<file path="config.mk">
export PLATFORM = sky130hd
export DESIGN_NAME = alarm_priority_beep_pattern
export DESIGN_NICKNAME = d
export VERILOG_FILES = /design/src/rtl/core/apbp_pkg.sv /design/src/rtl/core/alarm_priority_beep_pattern.sv
export SDC_FILE = /design/constraint.sdc
export NUM_CORES = 1
export LEC_CHECK = 0
export BUFFER_PORTS_ARGS = -buffer_cell sky130_fd_sc_hd__buf_2
export CORE_MARGIN = 2
export CORE_UTILIZATION = 60
export DETAILED_ROUTE_END_ITERATION = 8
export GPL_ROUTABILITY_DRIVEN = 1
export PLACE_DENSITY = 0.87
export SLEW_MARGIN = 15
export SYNTH_ARGS = -nofsm -noshare
export SYNTH_HDL_FRONTEND = slang
export SYNTH_SLANG_ARGS = --single-unit
</file>
<file path="constraint.sdc">
create_clock -name clk -period 13.95 [get_ports clk]
set_input_delay 0.6975 -clock clk [delete_from_list [all_inputs] [get_ports clk]]
set_output_delay 0.6975 -clock clk [all_outputs]
set_load 0.005 [all_outputs]
</file>
<file path="src/rtl/core/apbp_pkg.sv">
// ---------------------------------------------------------------------------
// apbp_pkg: shared definitions for the alarm priority and beep pattern block
// Alarm codes, pattern timing constants and configuration register indexes.
// ---------------------------------------------------------------------------
package apbp_pkg;

    // Alarm codes, in descending priority after NONE.
    typedef enum logic [2:0] {
        ALARM_NONE     = 3'd0,
        ALARM_CRITICAL = 3'd1,
        ALARM_FULL     = 3'd2,
        ALARM_LEAK     = 3'd3,
        ALARM_BLOCK    = 3'd4,
        ALARM_LOW      = 3'd5
    } alarm_code_t;

    // Configuration register indexes (byte address bit 2).
    localparam logic CFG_IDX_MUTE_LIMIT = 1'b0;
    localparam logic CFG_IDX_BEEPER_MAX = 1'b1;

    // Configuration reset values.
    localparam logic [15:0] MUTE_LIMIT_RESET = 16'd15000;
    localparam logic [9:0]  BEEPER_MAX_RESET = 10'd60;

    // Pattern timing, in ticks.
    localparam logic [6:0] LONG_ON_TICKS     = 7'd30;
    localparam logic [6:0] LONG_PERIOD_TICKS = 7'd40;
    localparam logic [6:0] DOUBLE_BEEP_TICKS = 7'd10;
    localparam logic [6:0] DOUBLE_REST_TICKS = 7'd100;
    localparam logic [6:0] LOW_ON_TICKS      = 7'd5;
    localparam logic [6:0] LOW_PERIOD_TICKS  = 7'd100;

    // LED blink timing, in ticks.
    localparam logic [5:0] BLINK_HALF_TICKS   = 6'd25;
    localparam logic [5:0] BLINK_PERIOD_TICKS = 6'd50;

    // Guard limit scale.
    localparam logic [15:0] TICKS_PER_SECOND = 16'd50;

endpackage

</file>
<file path="src/rtl/core/alarm_priority_beep_pattern.sv">
// ---------------------------------------------------------------------------
// alarm_priority_beep_pattern: alarm selection and buzzer/LED pattern driver
// Picks the highest-priority alarm on each tick beat, advances the buzzer
// pattern, LED blink, mute and guard counters, and returns one result beat.
// ---------------------------------------------------------------------------
// The result of an accepted input beat is registered and shown in the next cycle.
// Throughput: one beat per cycle; the state registers double as the result
// register, and a new beat is taken whenever the result is empty or taken.
// Reset: rst_n clears all pattern, mute and guard state, drops out_valid and
// loads the configuration registers with 15000 ticks and 60 seconds.
module alarm_priority_beep_pattern (
    input  logic        clk,
    input  logic        rst_n,
    // Input channel
    input  logic        in_valid,
    output logic        in_ready,
    input  logic        operation,
    input  logic        mute_value,
    input  logic [6:0]  battery_level,
    input  logic        charging,
    input  logic        battery_low,
    input  logic        tank_full,
    input  logic        leak_found,
    input  logic        block_found,
    // Result channel
    output logic        out_valid,
    input  logic        out_ready,
    output logic        buzzer_on,
    output logic        white_led_on,
    output logic [2:0]  alarm_code,
    output logic        muted,
    output logic        alarm_sounding,
    // Configuration port
    input  logic        psel,
    input  logic        penable,
    input  logic        pwrite,
    input  logic [2:0]  paddr,
    input  logic [31:0] pwdata,
    output logic [31:0] prdata,
    output logic        pready
);

    typedef enum logic [2:0] {
        PH_IDLE  = 3'd0,
        PH_BEEP1 = 3'd1,
        PH_GAP   = 3'd2,
        PH_BEEP2 = 3'd3,
        PH_REST  = 3'd4
    } phase_t;

    // Configuration registers
    logic [15:0] mute_limit_reg;
    logic [9:0]  beeper_max_reg;

    // Block state, which is also the result held for the output channel
    logic        out_valid_reg;
    logic        buzzer_reg, buzzer_next;
    logic        led_reg, led_next;
    phase_t      phase_reg, phase_next;
    logic [6:0]  pattern_ticks_reg, pattern_ticks_next;
    logic [5:0]  blink_ticks_reg, blink_ticks_next;
    logic        mute_reg, mute_next;
    logic [15:0] mute_ticks_reg, mute_ticks_next;
    logic [15:0] guard_ticks_reg, guard_ticks_next;
    logic        sounding_reg, sounding_next;
    apbp_pkg::alarm_code_t last_code_reg, last_code_next;

    logic                  accept;
    logic                  cfg_write;
    apbp_pkg::alarm_code_t code;
    logic [6:0]            pattern_inc;
    logic [5:0]            blink_inc;
    logic [15:0]           mute_inc;
    logic [15:0]           guard_inc;
    logic [15:0]           guard_limit;
    logic [6:0]            tone_on;
    logic [6:0]            tone_period;

    // Handshake: the result register frees up when it is empty or being taken.
    assign in_ready  = !out_valid_reg || out_ready;
    assign accept    = in_valid && in_ready;
    assign out_valid = out_valid_reg;

    assign buzzer_on      = buzzer_reg;
    assign white_led_on   = led_reg;
    assign alarm_code     = last_code_reg;
    assign muted          = mute_reg;
    assign alarm_sounding = sounding_reg;

    // Configuration port: writes complete in the access phase, no wait states.
    assign pready    = 1'b1;
    assign cfg_write = psel && penable && pwrite;

    always_comb
    begin
        unique case (paddr[2])
            apbp_pkg::CFG_IDX_MUTE_LIMIT: prdata = {16'd0, mute_limit_reg};
            apbp_pkg::CFG_IDX_BEEPER_MAX: prdata = {22'd0, beeper_max_reg};
            default:                      prdata = 32'd0;
        endcase
    end

    always_ff @(posedge clk or negedge rst_n)
    begin
        if (!rst_n)
        begin
            mute_limit_reg <= apbp_pkg::MUTE_LIMIT_RESET;
            beeper_max_reg <= apbp_pkg::BEEPER_MAX_RESET;
        end
        else if (cfg_write)
        begin
            if (paddr[2] == apbp_pkg::CFG_IDX_MUTE_LIMIT)
            begin
                mute_limit_reg <= pwdata[15:0];
            end
            else
            begin
                beeper_max_reg <= pwdata[9:0];
            end
        end
    end

    // Fixed-priority alarm selection.
    always_comb
    begin
        priority if (battery_level == 7'd0 && !charging)
        begin
            code = apbp_pkg::ALARM_CRITICAL;
        end
        else if (tank_full)
        begin
            code = apbp_pkg::ALARM_FULL;
        end
        else if (leak_found)
        begin
            code = apbp_pkg::ALARM_LEAK;
        end
        else if (block_found)
        begin
            code = apbp_pkg::ALARM_BLOCK;
        end
        else if (battery_low && !charging)
        begin
            code = apbp_pkg::ALARM_LOW;
        end
        else
        begin
            code = apbp_pkg::ALARM_NONE;
        end
    end

    // Counter increments, wrapping at their widths.
    assign pattern_inc = pattern_ticks_reg + 7'd1;
    assign blink_inc   = blink_ticks_reg + 6'd1;
    assign mute_inc    = mute_ticks_reg + 16'd1;
    assign guard_inc   = guard_ticks_reg + 16'd1;
    assign guard_limit = 16'(beeper_max_reg) * apbp_pkg::TICKS_PER_SECOND;

    // Timed tone shape: long tone for critical and full, slow beep otherwise.
    always_comb
    begin
        if (code == apbp_pkg::ALARM_CRITICAL || code == apbp_pkg::ALARM_FULL)
        begin
            tone_on     = apbp_pkg::LONG_ON_TICKS;
            tone_period = apbp_pkg::LONG_PERIOD_TICKS;
        end
        else
        begin
            tone_on     = apbp_pkg::LOW_ON_TICKS;
            tone_period = apbp_pkg::LOW_PERIOD_TICKS;
        end
    end

    // Next-state logic for one beat.
    always_comb
    begin
        buzzer_next        = buzzer_reg;
        led_next           = led_reg;
        phase_next         = phase_reg;
        pattern_ticks_next = pattern_ticks_reg;
        blink_ticks_next   = blink_ticks_reg;
        mute_next          = mute_reg;
        mute_ticks_next    = mute_ticks_reg;
        guard_ticks_next   = guard_ticks_reg;
        sounding_next      = sounding_reg;
        last_code_next     = last_code_reg;

        if (operation)
        begin
            // Set-mute command: muting restarts the mute count and silences.
            mute_next = mute_value;
            if (mute_value)
            begin
                mute_ticks_next = 16'd0;
                buzzer_next     = 1'b0;
            end
        end
        else
        begin
            last_code_next = code;
            if (code != apbp_pkg::ALARM_NONE)
            begin
                // LED blink: on for the first half period, then off.
                blink_ticks_next = blink_inc;
                if (blink_ticks_reg < apbp_pkg::BLINK_HALF_TICKS)
                begin
                    led_next = 1'b1;
                end
                else if (blink_inc < apbp_pkg::BLINK_PERIOD_TICKS)
                begin
                    led_next = 1'b0;
                end
                else
                begin
                    blink_ticks_next = 6'd0;
                end
                sounding_next = 1'b1;

                if (mute_reg)
                begin
                    buzzer_next = 1'b0;
                end
                else
                begin
                    if (code == apbp_pkg::ALARM_LEAK || code == apbp_pkg::ALARM_BLOCK)
                    begin
                        // Double beep sequence.
                        unique case (phase_reg)
                            PH_IDLE:
                            begin
                                phase_next         = PH_BEEP1;
                                pattern_ticks_next = 7'd0;
                            end
                            PH_BEEP1:
                            begin
                                buzzer_next        = 1'b1;
                                pattern_ticks_next = pattern_inc;
                                if (pattern_ticks_reg >= apbp_pkg::DOUBLE_BEEP_TICKS)
                                begin
                                    phase_next         = PH_GAP;
                                    pattern_ticks_next = 7'd0;
                                end
                            end
                            PH_GAP:
                            begin
                                buzzer_next        = 1'b0;
                                pattern_ticks_next = pattern_inc;
                                if (pattern_ticks_reg >= apbp_pkg::DOUBLE_BEEP_TICKS)
                                begin
                                    phase_next         = PH_BEEP2;
                                    pattern_ticks_next = 7'd0;
                                end
                            end
                            PH_BEEP2:
                            begin
                                buzzer_next        = 1'b1;
                                pattern_ticks_next = pattern_inc;
                                if (pattern_ticks_reg >= apbp_pkg::DOUBLE_BEEP_TICKS)
                                begin
                                    phase_next         = PH_REST;
                                    pattern_ticks_next = 7'd0;
                                end
                            end
                            PH_REST:
                            begin
                                buzzer_next        = 1'b0;
                                pattern_ticks_next = pattern_inc;
                                if (pattern_ticks_reg >= apbp_pkg::DOUBLE_REST_TICKS)
                                begin
                                    phase_next         = PH_IDLE;
                                    pattern_ticks_next = 7'd0;
                                end
                            end
                            default:
                            begin
                                phase_next = PH_IDLE;
                            end
                        endcase
                    end
                    else
                    begin
                        // Timed tone: on for the first part of the period.
                        pattern_ticks_next = pattern_inc;
                        if (pattern_ticks_reg < tone_on)
                        begin
                            buzzer_next = 1'b1;
                        end
                        else if (pattern_inc < tone_period)
                        begin
                            buzzer_next = 1'b0;
                        end
                        else
                        begin
                            pattern_ticks_next = 7'd0;
                        end
                    end

                    // Guard: force the buzzer off once the count passes the limit.
                    guard_ticks_next = guard_inc;
                    if (guard_ticks_reg > guard_limit)
                    begin
                        buzzer_next      = 1'b0;
                        guard_ticks_next = 16'd0;
                    end
                end
            end
            else
            begin
                // No alarm: steady LED, silent buzzer, pattern back to idle.
                led_next      = 1'b1;
                sounding_next = 1'b0;
                buzzer_next   = 1'b0;
                phase_next    = PH_IDLE;
            end

            // Mute expiry count.
            if (mute_reg)
            begin
                mute_ticks_next = mute_inc;
                if (mute_ticks_reg >= mute_limit_reg)
                begin
                    mute_next       = 1'b0;
                    mute_ticks_next = 16'd0;
                end
            end
        end
    end

    // State and result registers.
    always_ff @(posedge clk or negedge rst_n)
    begin
        if (!rst_n)
        begin
            out_valid_reg     <= 1'b0;
            buzzer_reg        <= 1'b0;
            led_reg           <= 1'b0;
            phase_reg         <= PH_IDLE;
            pattern_ticks_reg <= 7'd0;
            blink_ticks_reg   <= 6'd0;
            mute_reg          <= 1'b0;
            mute_ticks_reg    <= 16'd0;
            guard_ticks_reg   <= 16'd0;
            sounding_reg      <= 1'b0;
            last_code_reg     <= apbp_pkg::ALARM_NONE;
        end
        else
        begin
            if (accept)
            begin
                out_valid_reg     <= 1'b1;
                buzzer_reg        <= buzzer_next;
                led_reg           <= led_next;
                phase_reg         <= phase_next;
                pattern_ticks_reg <= pattern_ticks_next;
                blink_ticks_reg   <= blink_ticks_next;
                mute_reg          <= mute_next;
                mute_ticks_reg    <= mute_ticks_next;
                guard_ticks_reg   <= guard_ticks_next;
                sounding_reg      <= sounding_next;
                last_code_reg     <= last_code_next;
            end
            else if (out_ready)
            begin
                out_valid_reg <= 1'b0;
            end
        end
    end

endmodule

</file>
==> results by group <==
Timing
  – Clock Skew: 0.0180 ns
  – Final period util: 0.382
  – Post-Route Setup TNS: 0 ns
  – Fin. max-slew vios: 0
  – Max transition margin: 0.322
  – Slew @ Worst Pin: 1.02 ns
  – # setup viols final: 0
  – Max Clock Freq: 188 MHz
  – Crit path time final: between 5 and 6 ns
  – Hold Vio Cnt, Final: 0
  – RSZ-0062 raised after global routing: no

Route
  – Routed vias: 5074
  – DR vias/cell: ~5.9
  – DR iter-0 viols: between 300 and 400
  – Routed Antenna Nets: 0
  – Drt drc: 0
  – Post-Route WL: between 10000 and 15000 um
  – Routed WL per cell: approximately 16 um
  – First-pass iteration count of the detailed router: 5

GRT
  – Vias in the first global route: between 4000 and 5000
  – Initial antenna violation count: 0
  – Total gr overflow: 0
  – First-pass GRT wire length: ~23000 um
  – GRT Total Usage: 0.255
  – Largest net degree at the start of global routing: 83

Finish
  – Area Growth Syn to Fin: 8.48%
  – Nets: ~860
  – Fin util: 0.676
  – Commonest non-fill, non-tap cell in the layout: ha_1
  – Fillers: roughly 770
  – FF/Latch Area: between 2000 and 2500 um2
  – Most frequent cells in the layout: ha_1, dfrtp_1, nand2_1, buf_2, inv_1
  – Multi-input gate area: roughly 3700 um2
  – Antenna cells: 0
  – Layout cells sized above 1: 0.181

Floorplan
  – Die Wd: roughly 110 um
  – Die ar.: approximately 11000 um2
  – Starting density of the core: 0.623
  – Die height: ~110 um
  – Rows: 36
  – Core area: between 9000 and 10000 um2
  – Io pins: slightly below 100

Synthesis
  – Combinational family with the most area after synthesis: simple AND/OR/NAND/NOR gates
  – Post-Synth Simple-Gate Area: 0.180
  – Complex-gate fraction of the synthesized area: 0.154
  – Seq cells post-synth: between 80 and 90
  – Async S/R FF share, synth: 1.00
  – Mapped cell area: slightly above 6000 um2
  – Post-synth EDFFs: 0
  – Synth Flop Type: dfrtp_1
  – Synth warn: 0
  – XOR/XNOR share of the synthesized area: 0.0386
  – Cells after synthesis: ~660
  – Unique cell type count in the Yosys netlist: 70
  – Avg Cell Area, Syn: about 9.2 um2
  – Mux share of post-synthesis cell area: 0.0529
  – Sequential fraction of the synthesis area: 0.337
  – Synth Area in Adders: 0.172

Run status
  – Outcome: complete, no violations

Clock tree
  – Root buf cell: clkbuf_8
  – Post_cts resized: 0
  – Htree depth: 3
  – Post-CTS Setup Repair Bufs: 0
  – Clk Latency, worst-skew pair: ~0.36 ns
  – Total CTS buffers: 9
  – CTS max path bufs: 2
  – CTS tree: yes
  – CTS clk-pin slew, worst paths: ~0.08 ns
  – CTS Sinks: a little over 80
  – Hold_buf cts: 0

Job
  – Max-Cap Viols: 0

Power
  – Leak Pwr: between 0.003 and 0.004 uW
  – NetSw: 420 uW
  – Cell internal pwr: ~570 uW
  – Switching power share of the total: 0.423
  – PD cells: approximately 150 nW/um2
  – Reg power frac: 0.343
  – Comb pwr share: 0.494
  – Peak VDD IR: roughly 0.1 mV
  – Clock share of power: 0.163

Setup path
  – Worst r2r path cells: 17
  – Crit path from: beeper_max_reg[3]
  – Reg2reg setup slack: ~8.6 ns
  – Crit path kind: flip-flop to flip-flop
  – Critical Path AT: 5.57 ns
  – Worst-path maximum fanout: 7
  – Startpoint types: flip-flop
  – Worst R2R Start: beeper_max_reg[3]
  – Crit. End Element: flip-flop
  – CP required: 14.19 ns
  – RR Endpoint: buzzer_on

Worst hold path
  – Hold WC Path Type: input pin to asynchronous set/reset pin

Placed design
  – Port-buffer cells: 62
  – Routability cong.: 0.841
  – Placed wire-length estimate: between 10000 and 15000 um
-- cell usage after synthesis (5+ instances only) --
library cell	count	area [um2]
fa_1	5	100
ha_1	76	951
mux2_2	27	304
buf_4	17	128
or3_1	6	37.5
o31ai_1	6	45.0
nand4_1	6	37.5
nor2_1	44	165
and4_1	6	52.6
dfrtp_1	71	1780
a22o_1	7	61.3
nand2_1	64	240
nor3_1	10	50.1
o311ai_1	6	52.6
and3_1	10	62.6
xor2_1	19	166
o21ai_1	15	75.1
dfstp_2	11	289
inv_1	51	191
nand3_1	31	155
xnor2_1	8	70.1
clkbuf_1	10	37.5
buf_2	6	30.0
a21oi_1	24	120
nand2b_1	10	62.6
a21o_1	7	52.6
o21ai_0	37	185
a211oi_1	6	45.0
-- how the worst max path moves through the flow --
stage                     slack (ns)  cells past startpoint             endpoint
final                           8.62                     17            buzzer_on
after global routing            8.36                     16  guard_ticks_reg[11]
after CTS                       8.68                     17            buzzer_on
after detailed placement        8.74                     17            buzzer_on
after global placement          8.87                     17            buzzer_on
after floorplan                 9.27                     17  guard_ticks_reg[10]
-- cell type report --
| class | instances | share of cell area |
|---|---|---|
| clock inverters | 6 | 0.00622 |
| well taps | 133 | 0.0251 |
| flip-flops and latches | 82 | 0.311 |
| inverters | 52 | 0.0294 |
| repair buffers | 62 | 0.0471 |
| clock buffers | 10 | 0.0207 |
| multi-input cells | 511 | 0.560 |
-- through the flow --
| stage | cell area [um2] | cells | setup slack [ns] | hold slack (ns) | power (uW) |
|---|---|---|---|---|---|
| after floorplan | 6180 | 678 | 9.27 | 0.402 | 697 |
| after global placement | 6460 | 840 | 8.87 | 0.457 | 782 |
| after detailed placement | 6460 | 840 | 8.74 | 0.461 | 826 |
| after CTS | 6640 | 856 | 8.68 | 0.486 | 996 |
| after global routing | 6640 | 856 | 8.36 | 0.511 | 1080 |
| final | 6640 | 856 | 8.62 | 0.478 | 995 |
-- cells by family (layout without fill, tap and decap cells) --
logic type | after synthesis | count (layout)
other cells | 2 | 17
fa+ha+maj | 81 | 81
simple gates | 216 | 216
compound gates | 141 | 141
xor+xnor | 27 | 27
flops | 82 | 82
buf+inv | 85 | 130
mux | 29 | 29
-- critical path: stages (launching register included) --
cell      delay, ns
dfstp_2        0.59
ha_1           0.26
ha_1           0.32
fa_1           0.47
ha_1           0.36
a21oi_1        0.22
o21ai_1        0.12
or4_1          0.44
a41o_1         0.24
a21oi_1        0.17
xor2_1         0.09
ha_1           0.32
and4_1         0.26
o311ai_0       0.16
a21oi_1        0.52
o31ai_1        0.19
a22o_1         0.26
a22o_1         0.22
-- metal layers --
layer,track usage,vias to the layer above,share of wire
met4,0.0800,0,0.018
met1,0.322,2451,0.43
li1,-,2445,-
met3,0.0387,30,0.046
met2,0.447,148,0.51
met5,0,-,0
-- power groups by stage --
stage / Sequential, uW / Combinational, uW / Clock, uW
2_1_floorplan: 324 / 373 / 0
3_3_place_gp: 339 / 443 / 0
3_5_place_dp: 344 / 482 / 0
4_1_cts: 340 / 491 / 165
5_1_grt: 349 / 560 / 172
6_report: 341 / 492 / 162
(Power assumes the default switching activity.)
